### config.mk
export PLATFORM = sky130hd
export DESIGN_NAME = stun_binding_transaction_flat
export DESIGN_NICKNAME = d
export VERILOG_FILES = /design/src/hdl/stb_pkg.sv /design/src/hdl/stb_ifs.sv /design/src/hdl/stun_binding_transaction.sv /design/src/hdl/stb_cfg.sv /design/src/hdl/stb_engine.sv /design/src/flat_wrapper.sv
export SDC_FILE = /design/constraint.sdc
export NUM_CORES = 1
export LEC_CHECK = 0
export ABC_AREA = 1
export BUFFER_PORTS_ARGS = -buffer_cell sky130_fd_sc_hd__buf_2
export CORE_MARGIN = 3
export CORE_UTILIZATION = 50
export CTS_BUF_LIST = sky130_fd_sc_hd__clkbuf_4
export DETAILED_ROUTE_END_ITERATION = 8
export GPL_TIMING_DRIVEN = 0
export PLACE_DENSITY = 0.74
export RECOVER_POWER = 100
export REMOVE_ABC_BUFFERS = 1
export SYNTH_ARGS = -nofsm -noshare
export SYNTH_HDL_FRONTEND = slang
export SYNTH_SLANG_ARGS = --single-unit
### constraint.sdc
create_clock -name i_clk -period 3.7 [get_ports i_clk]
set_clock_uncertainty 0.2 [all_clocks]
set_input_delay 0.37 -clock i_clk [delete_from_list [all_inputs] [get_ports i_clk]]
set_output_delay 0.37 -clock i_clk [all_outputs]
set_load 0.02 [all_outputs]
### src/hdl/stb_pkg.sv
// shared types and constants for the stun binding transaction block
// no dependencies; imported by every module
`default_nettype none

package stb_pkg;

    // request opcodes
    localparam logic [2:0] OP_START  = 3'd0;
    localparam logic [2:0] OP_LOOKUP = 3'd1;
    localparam logic [2:0] OP_TICK   = 3'd2;
    localparam logic [2:0] OP_RESP   = 3'd3;
    localparam logic [2:0] OP_CANCEL = 3'd4;

    // result event codes
    localparam logic [1:0] EV_SEND = 2'd0;
    localparam logic [1:0] EV_DONE = 2'd1;
    localparam logic [1:0] EV_FAIL = 2'd2;

    // register indexes
    localparam logic [1:0] REG_INIT_TIMEOUT = 2'd0;
    localparam logic [1:0] REG_TIMEOUT_CAP  = 2'd1;
    localparam logic [1:0] REG_RETX_LIMIT   = 2'd2;
    localparam logic [1:0] REG_INTEGRITY    = 2'd3;

    // register reset values
    localparam logic [15:0] INIT_TIMEOUT_RST = 16'd100;
    localparam logic [15:0] TIMEOUT_CAP_RST  = 16'd1600;
    localparam logic [3:0]  RETX_LIMIT_RST   = 4'd8;

    typedef enum logic [1:0] {
        PH_IDLE      = 2'd0,
        PH_RESOLVING = 2'd1,
        PH_WAITING   = 2'd2
    } t_phase;

    typedef struct packed {
        logic [15:0] initial_timeout_ticks;
        logic [15:0] timeout_cap_ticks;
        logic [3:0]  retransmit_limit;
        logic        integrity_enabled;
    } t_cfg;

    typedef struct packed {
        logic [2:0]  opcode;
        logic        lookup_ok;
        logic        resp_is_error;
        logic        has_integrity;
        logic        integrity_match;
        logic        has_xor_mapped;
        logic        has_mapped;
        logic [31:0] mapped_addr;
        logic [15:0] mapped_port;
        logic [31:0] xor_addr;
        logic [15:0] xor_port;
    } t_req;

    typedef struct packed {
        logic [1:0] event_res;
        logic       xor_only_flag;
        logic [3:0] attempt;
    } t_res;

endpackage

`default_nettype wire

### src/hdl/stb_ifs.sv
// valid/ready channel interfaces for requests and results
// depends on nothing; field names match the request and result structs of stb_pkg
`default_nettype none

interface stb_req_if;
    logic        valid;
    logic        ready;
    logic [2:0]  opcode;
    logic        lookup_ok;
    logic        resp_is_error;
    logic        has_integrity;
    logic        integrity_match;
    logic        has_xor_mapped;
    logic        has_mapped;
    logic [31:0] mapped_addr;
    logic [15:0] mapped_port;
    logic [31:0] xor_addr;
    logic [15:0] xor_port;

    modport source (
        output valid, opcode, lookup_ok, resp_is_error, has_integrity, integrity_match,
               has_xor_mapped, has_mapped, mapped_addr, mapped_port, xor_addr, xor_port,
        input  ready
    );
    modport sink (
        input  valid, opcode, lookup_ok, resp_is_error, has_integrity, integrity_match,
               has_xor_mapped, has_mapped, mapped_addr, mapped_port, xor_addr, xor_port,
        output ready
    );
endinterface

interface stb_res_if;
    logic       valid;
    logic       ready;
    logic [1:0] event_res;
    logic       xor_only_flag;
    logic [3:0] attempt;

    modport source (
        output valid, event_res, xor_only_flag, attempt,
        input  ready
    );
    modport sink (
        input  valid, event_res, xor_only_flag, attempt,
        output ready
    );
endinterface

`default_nettype wire

### src/hdl/stun_binding_transaction.sv
// top level of the stun binding transaction client
// depends on stb_pkg, stb_ifs, stb_cfg and stb_engine
//
//  channel   direction  handshake          carries
//  i_req     in         valid/ready        opcode, lookup, response attributes
//  o_res     out        valid/ready        event_res, xor_only_flag, attempt
//  apb       in         psel/penable       four config registers at 4*i
//
// one request per cycle unless a held result stalls the engine; a request is
// registered, evaluated combinationally and its result (if any) is written to the
// result register when the engine advances.
// a held result stalls the engine while o_res.ready is low; the request register
// takes a new request whenever it is empty or the engine can advance.
// synchronous active-low reset clears state and valids and sets config registers to their reset values.
`default_nettype none

module stun_binding_transaction
    import stb_pkg::*;
#(
    parameter int TIMER_BITS = 16
) (
    input  wire logic        i_clk,
    input  wire logic        i_rst_n,
    stb_req_if.sink          i_req,
    stb_res_if.source        o_res,
    input  wire logic        psel,
    input  wire logic        penable,
    input  wire logic        pwrite,
    input  wire logic [3:0]  paddr,
    input  wire logic [31:0] pwdata,
    output logic      [31:0] prdata,
    output logic             pready
);

    t_cfg cfg;
    t_req req;
    t_res res;
    logic req_ready;
    logic res_valid;

    assign req.opcode          = i_req.opcode;
    assign req.lookup_ok       = i_req.lookup_ok;
    assign req.resp_is_error   = i_req.resp_is_error;
    assign req.has_integrity   = i_req.has_integrity;
    assign req.integrity_match = i_req.integrity_match;
    assign req.has_xor_mapped  = i_req.has_xor_mapped;
    assign req.has_mapped      = i_req.has_mapped;
    assign req.mapped_addr     = i_req.mapped_addr;
    assign req.mapped_port     = i_req.mapped_port;
    assign req.xor_addr        = i_req.xor_addr;
    assign req.xor_port        = i_req.xor_port;
    assign i_req.ready         = req_ready;

    assign o_res.valid         = res_valid;
    assign o_res.event_res     = res.event_res;
    assign o_res.xor_only_flag = res.xor_only_flag;
    assign o_res.attempt       = res.attempt;

    stb_cfg u_cfg (
        .i_clk   (i_clk),
        .i_rst_n (i_rst_n),
        .psel    (psel),
        .penable (penable),
        .pwrite  (pwrite),
        .paddr   (paddr),
        .pwdata  (pwdata),
        .prdata  (prdata),
        .pready  (pready),
        .o_cfg   (cfg)
    );

    stb_engine #(
        .TIMER_BITS (TIMER_BITS)
    ) u_engine (
        .i_clk       (i_clk),
        .i_rst_n     (i_rst_n),
        .i_cfg       (cfg),
        .i_req_valid (i_req.valid),
        .o_req_ready (req_ready),
        .i_req       (req),
        .o_res_valid (res_valid),
        .i_res_ready (o_res.ready),
        .o_res       (res)
    );

endmodule

`default_nettype wire

### src/hdl/stb_cfg.sv
// apb-style configuration registers: timeouts, retransmit limit, integrity enable
// depends on stb_pkg
`default_nettype none

module stb_cfg
    import stb_pkg::*;
(
    input  wire logic        i_clk,
    input  wire logic        i_rst_n,
    input  wire logic        psel,
    input  wire logic        penable,
    input  wire logic        pwrite,
    input  wire logic [3:0]  paddr,
    input  wire logic [31:0] pwdata,
    output logic      [31:0] prdata,
    output logic             pready,
    output t_cfg             o_cfg
);

    t_cfg       r_cfg;
    logic       wr_en;
    logic [1:0] reg_idx;

    assign pready  = 1'b1;
    assign wr_en   = psel && penable && pwrite;
    assign reg_idx = paddr[3:2];
    assign o_cfg   = r_cfg;

    always_ff @(posedge i_clk) begin
        if (!i_rst_n) begin
            r_cfg.initial_timeout_ticks <= INIT_TIMEOUT_RST;
            r_cfg.timeout_cap_ticks     <= TIMEOUT_CAP_RST;
            r_cfg.retransmit_limit      <= RETX_LIMIT_RST;
            r_cfg.integrity_enabled     <= 1'b0;
        end else if (wr_en) begin
            case (reg_idx)
                REG_INIT_TIMEOUT: r_cfg.initial_timeout_ticks <= pwdata[15:0];
                REG_TIMEOUT_CAP:  r_cfg.timeout_cap_ticks     <= pwdata[15:0];
                REG_RETX_LIMIT:   r_cfg.retransmit_limit      <= pwdata[3:0];
                REG_INTEGRITY:    r_cfg.integrity_enabled     <= pwdata[0];
                default: ;
            endcase
        end
    end

    always_comb begin
        case (reg_idx)
            REG_INIT_TIMEOUT: prdata = {16'd0, r_cfg.initial_timeout_ticks};
            REG_TIMEOUT_CAP:  prdata = {16'd0, r_cfg.timeout_cap_ticks};
            REG_RETX_LIMIT:   prdata = {28'd0, r_cfg.retransmit_limit};
            REG_INTEGRITY:    prdata = {31'd0, r_cfg.integrity_enabled};
            default:          prdata = 32'd0;
        endcase
    end

endmodule

`default_nettype wire

### src/hdl/stb_engine.sv
// transaction engine: request register, state update logic, result register
// depends on stb_pkg
`default_nettype none

module stb_engine
    import stb_pkg::*;
#(
    parameter int TIMER_BITS = 16
) (
    input  wire logic i_clk,
    input  wire logic i_rst_n,
    input  wire t_cfg i_cfg,
    input  wire logic i_req_valid,
    output logic      o_req_ready,
    input  wire t_req i_req,
    output logic      o_res_valid,
    input  wire logic i_res_ready,
    output t_res      o_res
);

    // compare width wide enough for the doubled timer and the 16-bit cap
    localparam int WIDE = ((TIMER_BITS > 16) ? TIMER_BITS : 16) + 1;
    localparam logic [WIDE-1:0] TMAX = WIDE'((64'd1 << TIMER_BITS) - 64'd1);

    logic                  r_in_valid;
    t_req                  r_in;
    logic                  r_res_valid;
    t_res                  r_res;

    t_phase                r_phase,   n_phase;
    logic [3:0]            r_retries, n_retries;
    logic [TIMER_BITS-1:0] r_cur,     n_cur;
    logic [TIMER_BITS-1:0] r_ticks,   n_ticks;
    logic                  r_xo,      n_xo;

    logic                  adv;
    logic                  fire;
    logic                  emit;
    t_res                  n_res;
    logic                  do_arm;
    logic                  do_finish;
    logic [1:0]            fin_ev;
    logic                  busy;

    logic [WIDE-1:0]       init_w;
    logic [WIDE-1:0]       dbl_w;
    logic [WIDE-1:0]       cap_w;
    logic [WIDE-1:0]       dbl_cap;
    logic [TIMER_BITS-1:0] init_sat;
    logic [TIMER_BITS-1:0] dbl_sat;
    logic                  addr_diff;
    logic                  restart;
    logic                  drop;

    assign adv         = !r_res_valid || i_res_ready;
    assign o_req_ready = !r_in_valid || adv;
    assign fire        = r_in_valid && adv;
    assign o_res_valid = r_res_valid;
    assign o_res       = r_res;
    assign busy        = (r_phase == PH_RESOLVING) || (r_phase == PH_WAITING);

    // timeout arithmetic, saturated to the timer width
    assign init_w   = WIDE'(i_cfg.initial_timeout_ticks);
    assign init_sat = (init_w > TMAX) ? TMAX[TIMER_BITS-1:0] : init_w[TIMER_BITS-1:0];
    assign dbl_w    = WIDE'({r_cur, 1'b0});
    assign cap_w    = WIDE'(i_cfg.timeout_cap_ticks);
    assign dbl_cap  = (dbl_w > cap_w) ? cap_w : dbl_w;
    assign dbl_sat  = (dbl_cap > TMAX) ? TMAX[TIMER_BITS-1:0] : dbl_cap[TIMER_BITS-1:0];

    // response classification
    assign addr_diff = (r_in.mapped_addr != r_in.xor_addr)
                    || (r_in.mapped_port != r_in.xor_port);
    assign restart = !r_in.resp_is_error && r_in.has_integrity && !r_in.integrity_match
                  && !r_xo && r_in.has_xor_mapped && r_in.has_mapped && addr_diff;
    assign drop = !r_in.resp_is_error
               && ((r_in.has_integrity && !r_in.integrity_match && !restart)
                   || (!r_in.has_integrity && i_cfg.integrity_enabled));

    always_comb begin
        n_phase   = r_phase;
        n_retries = r_retries;
        n_cur     = r_cur;
        n_ticks   = r_ticks;
        n_xo      = r_xo;
        emit      = 1'b0;
        do_arm    = 1'b0;
        do_finish = 1'b0;
        fin_ev    = EV_FAIL;
        n_res     = '0;

        case (r_in.opcode)
            OP_START: begin
                if (!busy) begin
                    n_phase   = PH_RESOLVING;
                    n_retries = 4'd0;
                    n_cur     = '0;
                    n_ticks   = '0;
                    n_xo      = 1'b0;
                end
            end
            OP_LOOKUP: begin
                if (r_phase == PH_RESOLVING) begin
                    if (r_in.lookup_ok) begin
                        do_arm = 1'b1;
                    end else begin
                        do_finish = 1'b1;
                    end
                end
            end
            OP_TICK: begin
                if (r_phase == PH_WAITING) begin
                    if (r_ticks > TIMER_BITS'(1)) begin
                        n_ticks = r_ticks - TIMER_BITS'(1);
                    end else if (r_retries >= i_cfg.retransmit_limit) begin
                        do_finish = 1'b1;
                    end else begin
                        // retransmit with a doubled, capped timeout
                        n_retries       = r_retries + 4'd1;
                        n_cur           = dbl_sat;
                        n_ticks         = dbl_sat;
                        emit            = 1'b1;
                        n_res.event_res = EV_SEND;
                        n_res.attempt   = r_retries + 4'd1;
                    end
                end
            end
            OP_RESP: begin
                if (r_phase == PH_WAITING) begin
                    if (restart) begin
                        n_xo   = 1'b1;
                        do_arm = 1'b1;
                    end else if (!drop) begin
                        do_finish = 1'b1;
                        fin_ev    = EV_DONE;
                    end
                end
            end
            OP_CANCEL: begin
                if (busy) begin
                    do_finish = 1'b1;
                end
            end
            default: ;
        endcase

        if (do_arm) begin
            n_retries       = 4'd0;
            n_cur           = init_sat;
            n_ticks         = init_sat;
            n_phase         = PH_WAITING;
            emit            = 1'b1;
            n_res.event_res = EV_SEND;
            n_res.attempt   = 4'd0;
        end
        if (do_finish) begin
            n_phase         = PH_IDLE;
            n_ticks         = '0;
            emit            = 1'b1;
            n_res.event_res = fin_ev;
            n_res.attempt   = r_retries;
        end
        n_res.xor_only_flag = n_xo;
    end

    always_ff @(posedge i_clk) begin
        if (!i_rst_n) begin
            r_in_valid  <= 1'b0;
            r_res_valid <= 1'b0;
            r_phase     <= PH_IDLE;
            r_retries   <= 4'd0;
            r_cur       <= '0;
            r_ticks     <= '0;
            r_xo        <= 1'b0;
        end else begin
            if (o_req_ready) begin
                r_in_valid <= i_req_valid;
            end
            if (adv) begin
                r_res_valid <= r_in_valid && emit;
            end
            if (fire) begin
                r_phase   <= n_phase;
                r_retries <= n_retries;
                r_cur     <= n_cur;
                r_ticks   <= n_ticks;
                r_xo      <= n_xo;
            end
        end
    end

    always_ff @(posedge i_clk) begin
        if (i_req_valid && o_req_ready) begin
            r_in <= i_req;
        end
        if (adv) begin
            r_res <= n_res;
        end
    end

endmodule

`default_nettype wire
### src/flat_wrapper.sv
// flat-port wrapper written by rule: the top's interface ports become plain ports
module stun_binding_transaction_flat import stb_pkg::*;
#(
    parameter int TIMER_BITS = 16
)
  (i_clk, i_rst_n, psel, penable, pwrite, paddr, pwdata, prdata, pready, i_req_valid, i_req_opcode, i_req_lookup_ok, i_req_resp_is_error, i_req_has_integrity, i_req_integrity_match, i_req_has_xor_mapped, i_req_has_mapped, i_req_mapped_addr, i_req_mapped_port, i_req_xor_addr, i_req_xor_port, i_req_ready, o_res_valid, o_res_event_res, o_res_xor_only_flag, o_res_attempt, o_res_ready);
  stb_req_if i_req_i ();
  stb_res_if o_res_i ();
  input  wire logic i_clk;
  input  wire logic i_rst_n;
  input  wire logic psel;
  input  wire logic penable;
  input  wire logic pwrite;
  input  wire logic [3:0] paddr;
  input  wire logic [31:0] pwdata;
  output logic      [31:0] prdata;
  output logic pready;
  input wire logic [$bits(i_req_i.valid)-1:0] i_req_valid;
  input wire logic [$bits(i_req_i.opcode)-1:0] i_req_opcode;
  input wire logic [$bits(i_req_i.lookup_ok)-1:0] i_req_lookup_ok;
  input wire logic [$bits(i_req_i.resp_is_error)-1:0] i_req_resp_is_error;
  input wire logic [$bits(i_req_i.has_integrity)-1:0] i_req_has_integrity;
  input wire logic [$bits(i_req_i.integrity_match)-1:0] i_req_integrity_match;
  input wire logic [$bits(i_req_i.has_xor_mapped)-1:0] i_req_has_xor_mapped;
  input wire logic [$bits(i_req_i.has_mapped)-1:0] i_req_has_mapped;
  input wire logic [$bits(i_req_i.mapped_addr)-1:0] i_req_mapped_addr;
  input wire logic [$bits(i_req_i.mapped_port)-1:0] i_req_mapped_port;
  input wire logic [$bits(i_req_i.xor_addr)-1:0] i_req_xor_addr;
  input wire logic [$bits(i_req_i.xor_port)-1:0] i_req_xor_port;
  output wire logic [$bits(i_req_i.ready)-1:0] i_req_ready;
  output wire logic [$bits(o_res_i.valid)-1:0] o_res_valid;
  output wire logic [$bits(o_res_i.event_res)-1:0] o_res_event_res;
  output wire logic [$bits(o_res_i.xor_only_flag)-1:0] o_res_xor_only_flag;
  output wire logic [$bits(o_res_i.attempt)-1:0] o_res_attempt;
  input wire logic [$bits(o_res_i.ready)-1:0] o_res_ready;
  assign i_req_i.valid = i_req_valid;
  assign i_req_i.opcode = i_req_opcode;
  assign i_req_i.lookup_ok = i_req_lookup_ok;
  assign i_req_i.resp_is_error = i_req_resp_is_error;
  assign i_req_i.has_integrity = i_req_has_integrity;
  assign i_req_i.integrity_match = i_req_integrity_match;
  assign i_req_i.has_xor_mapped = i_req_has_xor_mapped;
  assign i_req_i.has_mapped = i_req_has_mapped;
  assign i_req_i.mapped_addr = i_req_mapped_addr;
  assign i_req_i.mapped_port = i_req_mapped_port;
  assign i_req_i.xor_addr = i_req_xor_addr;
  assign i_req_i.xor_port = i_req_xor_port;
  assign i_req_ready = i_req_i.ready;
  assign o_res_valid = o_res_i.valid;
  assign o_res_event_res = o_res_i.event_res;
  assign o_res_xor_only_flag = o_res_i.xor_only_flag;
  assign o_res_attempt = o_res_i.attempt;
  assign o_res_i.ready = o_res_ready;
  stun_binding_transaction #(.TIMER_BITS(TIMER_BITS)) u_core (.i_clk(i_clk), .i_rst_n(i_rst_n), .i_req(i_req_i), .o_res(o_res_i), .psel(psel), .penable(penable), .pwrite(pwrite), .paddr(paddr), .pwdata(pwdata), .prdata(prdata), .pready(pready));
endmodule
==> parameters.txt <==
Parameter                              Value

Run status
  Result of the run ... completed

Synthesis
  Mean cell area of the mapped netlist ... 8.32 µm²
  Yosys warning total ... 0
  Flops & latches, synth ... 190
  Cells after synthesis ... 1123
  Ys async rst share ... 0%
  Number of enable-type register cells in the synthesized netlist ... 112
  Proportion of synthesized chip area in sequential cells ... 52.7%
  Commonest register cell after synthesis ... sky130_fd_sc_hd__edfxtp_1
  Area fraction of the dominant cell type after synthesis ... 36.0%
  Netlist cell types ... 37
  Post-synthesis instance area ... 9340 µm²
  Biggest area contributors in the synthesized netlist ... sky130_fd_sc_hd__edfxtp_1 36%, sky130_fd_sc_hd__dfxtp_1 17%, sky130_fd_sc_hd__nand2_1 14%
  Library cell occupying the most area in the post-synthesis netlist ... sky130_fd_sc_hd__edfxtp_1

Critical path
  Endpoint of the worst-slack reg-to-reg timing path ... u_core.u_engine.r_ticks[7]$_SDFFE_PN0P_
  R2R Path Start ... u_core.u_engine.r_retries[1]$_SDFFE_PN0P_
  Flop2flop setup slack ... approximately 0.40 ns
  Arrival time reported for the critical path endpoint ... approximately 3.6 ns
  Worst setup path endpoint ... u_core.u_engine.r_ticks[7]$_SDFFE_PN0P_
  Highest fanout seen on the critical path ... 30
  Count of cells along the worst register-to-register path ... 15
  Kind of end point of the critical path ... flop
  Crit path launch type ... flop
  Crit Path Class ... flop to flop
  Crit path required time ... between 4 and 5 ns
  Launch point of the worst path ... u_core.u_engine.r_retries[1]$_SDFFE_PN0P_

Clocking
  Post-CTS setup-driven buffer insertion count ... 0
  # H-tree levels ... 4
  Clock Tree Root ... sky130_fd_sc_hd__clkbuf_4
  Clock buffer depth ... 2
  Skew-Pair Late Insertion Delay ... 0.59 ns
  CTS tree ... done
  Total clock sinks ... 190
  Total clock buffers created by CTS ... 17
  Clock transition time at the flip-flop clock pins of the worst setup and hold paths ... between 0.15 and 0.2 ns

Floorplan
  Chip Width ... 143 µm
  Y dimension of the die ... approximately 140 µm
  Number of placement rows ... 49
  Total core area ... 18100 µm²
  Starting Density ... between 50% and 60%
  Ports placed on the boundary ... 190
  Total die area ... 20400 µm²

Cells and area
  Number of cells in the finished layout apart from fillers ... 1633
  Most common cell after layout, fill and taps aside ... sky130_fd_sc_hd__nand2_1
  # nets final ... about 1600
  Proportion of layout cells with a drive suffix above 1 ... 12.8%
  Post-layout utilization of the core ... 64.6%
  Highest-count cells in the layout ignoring fill and taps ... 341 x sky130_fd_sc_hd__nand2_1, 148 x sky130_fd_sc_hd__nor2_1, 125 x sky130_fd_sc_hd__dlygate4sd3_1
  Count of fill cells added during filler insertion ... 1501
  Cell area after layout ... 11700 µm²
  Synthesis-to-layout area growth ... 25.5%

Drt
  Via density per instance ... around 5
  Number of remaining DRC errors ... 0
  Count of antenna-violating nets left after detailed routing ... 0
  Vias ... 8058
  Total wire length after detailed routing ... approximately 23000 µm
  DRT Pass-1 Iters ... 5
  Initial drt markers ... 599
  Drt wl/cell ... 14.3 µm

Placement
  HPWL reported at the end of detailed placement ... 14700 µm
  Placer's final routability congestion estimate ... 0.864
  Placed cell area ... 10200 µm²
  Total placed cells including tap cells ... 1474
  Port Buffer Count ... 154

Timing
  Fmax achieved ... 303 MHz
  Hold Fails Final Rpt ... 0
  RSZ-0062 raised after global routing ... false
  Final setup violation count ... 0
  Slew at the pin closest to its max-slew limit ... 1.28 ns
  Number of max-slew violations in the final report ... 0
  Final period utilization ... about nine tenths
  Relative slew slack ... 14.5%
  Shortest clock period the worst path allows after layout ... 3.30 ns

Power
  Pleak ... 5.49 nW
  Power density relative to cell area ... 359 nW/µm²
  Worst vdd rail ir drop ... slightly below 0.2 mV

GRT
  First-pass GRT wire length ... 37600 µm
  Number of global-route vias before repair ... 7771
  Pin count of the biggest net entering global routing ... 80
  GR Overflow Total ... 0
  Total global-route track usage ... 23.1%
  Number of antenna violations at the first check in global routing ... 2

Worst hold path
  Worst Hold Depth ... 4
  Min-Delay Path Class ... input port to flop

Flow run
  Max capacitance violation total ... 0
-- kinds of logic (layout without fill, tap and decap cells) --
family	Yosys count	after routing	share of synthesized area (%)
adder cells (fa/ha/maj)	24	24	3.22
AND/OR/NAND/NOR	576	576	24.9
XOR/XNOR	44	44	4.13
flip-flops	190	190	52.7
other	2	19	0.0804
buffers and inverters	167	431	7.80
AO/OA/AOI/OAI	120	120	7.13
-- report_power, final --
group	leakage [nW]	total (mW)	internal, mW	switching, mW
sequential	1.75	2.39	2.33	0.0506
combinational	3.57	0.623	0.278	0.346
clock	0.167	1.20	0.383	0.819
total	5.49	4.21	3.00	1.22
-- Yosys cell counts (2+ instances only) --
library cell                instances
sky130_fd_sc_hd__edfxtp_1         112
sky130_fd_sc_hd__nor2_2             6
sky130_fd_sc_hd__nand3_1           50
sky130_fd_sc_hd__conb_1             2
sky130_fd_sc_hd__inv_2              3
sky130_fd_sc_hd__a21oi_1           37
sky130_fd_sc_hd__nand2_2            3
sky130_fd_sc_hd__clkbuf_1          17
sky130_fd_sc_hd__nor2_1           149
sky130_fd_sc_hd__nand2_1          344
sky130_fd_sc_hd__xnor2_1           39
sky130_fd_sc_hd__nand3_2            2
sky130_fd_sc_hd__nand3b_1           2
sky130_fd_sc_hd__o21bai_2           3
sky130_fd_sc_hd__buf_1              2
sky130_fd_sc_hd__buf_4             18
sky130_fd_sc_hd__buf_6              3
sky130_fd_sc_hd__xor2_1             5
sky130_fd_sc_hd__o211ai_1           6
sky130_fd_sc_hd__o221ai_1           3
sky130_fd_sc_hd__inv_1            115
sky130_fd_sc_hd__dfxtp_1           78
sky130_fd_sc_hd__nor3_4             2
sky130_fd_sc_hd__nand4_1            5
sky130_fd_sc_hd__o22ai_1            3
sky130_fd_sc_hd__ha_1              24
sky130_fd_sc_hd__nor3_1            10
sky130_fd_sc_hd__o21ai_0           62
sky130_fd_sc_hd__o2111ai_1          2
sky130_fd_sc_hd__buf_2              9
-- final cells by class --
class                           count  area, µm²  share of cell area [%]
Tap cell                          229        287                    2.44
Clock inverter                     15        180                    1.54
Clock buffer                       17        128                    1.09
Antenna cell                        2       5.00                  0.0427
Inverter                          118        444                    3.79
Sequential cell                   190       4920                    42.0
Multi-Input combinational cell    781       3760                    32.0
Timing Repair Buffer              281       2000                    17.1
-- critical path, cell delays in order (launching register included) --
cell                       delay (ns)
sky130_fd_sc_hd__dfxtp_1         0.49
sky130_fd_sc_hd__ha_1            0.28
sky130_fd_sc_hd__inv_1           0.06
sky130_fd_sc_hd__nor2_1          0.03
sky130_fd_sc_hd__o21bai_1        0.11
sky130_fd_sc_hd__nand3_1         0.18
sky130_fd_sc_hd__nand4_1         0.14
sky130_fd_sc_hd__nand2_1         0.07
sky130_fd_sc_hd__a21oi_2         0.42
sky130_fd_sc_hd__buf_6           0.23
sky130_fd_sc_hd__nand3_1         0.16
sky130_fd_sc_hd__nand2_1         0.15
sky130_fd_sc_hd__nand2_2         0.33
sky130_fd_sc_hd__nand2_1         0.18
sky130_fd_sc_hd__nand2_1         0.06
sky130_fd_sc_hd__nor2_1          0.14
-- metal layers --
metal	global-route usage (%)	share of wire, %	vias up
li1	-	-	4116
met1	29.3	43	3682
met2	39.5	49	221
met3	4.02	5.3	39
met4	8.60	2.4	0
met5	0	0	-
-- through the flow --
stage	TNS (ns)	hold WS (ns)	power, mW	setup WS (ns)
floorplan	0	0.244	2.76	0.236
global placement	-45.64	0.261	2.92	-0.736
CTS	0	0.0604	4.23	0.0979
finish	0	0.123	4.21	0.402
detailed placement	-3.37	0.269	2.94	-0.328
global route	0	0.130	4.40	0.0316
-- registers in the layout, summed over array words and instances (netlist names) --
name / count
u_core.u_cfg.o_cfg: 37
u_core.u_engine.o_res: 7
u_core.u_engine.o_res_valid: 1
u_core.u_engine.r_cur: 16
u_core.u_engine.r_in: 105
u_core.u_engine.r_in_valid: 1
u_core.u_engine.r_phase: 2
u_core.u_engine.r_retries: 4
u_core.u_engine.r_ticks: 16
u_core.u_engine.r_xo: 1
-- worst min-delay path by stage --
| stage | end | from |
|---|---|---|
| after CTS | u_core.u_engine.o_res_valid$_SDFFE_PN0P_ | o_res_ready |
| after detailed placement | u_core.u_engine.r_xo$_SDFFE_PN0P_ | u_core.u_engine.r_xo$_SDFFE_PN0P_ |
| after floorplan | u_core.u_cfg.o_cfg[29]$_SDFFE_PN0P_ | u_core.u_cfg.o_cfg[29]$_SDFFE_PN0P_ |
| final | u_core.u_engine.o_res_valid$_SDFFE_PN0P_ | o_res_ready |
| after global placement | u_core.u_cfg.o_cfg[30]$_SDFFE_PN0P_ | u_core.u_cfg.o_cfg[30]$_SDFFE_PN0P_ |
| after global routing | u_core.u_engine.o_res_valid$_SDFFE_PN0P_ | o_res_ready |
-- repair_timing --
action,4_1_cts,5_1_grt
endpoints found under the hold margin,143,0
hold buffers,125,0
setup endpoints to repair,0,17
resized for setup,0,3
Power figures use the tool's default switching activity.
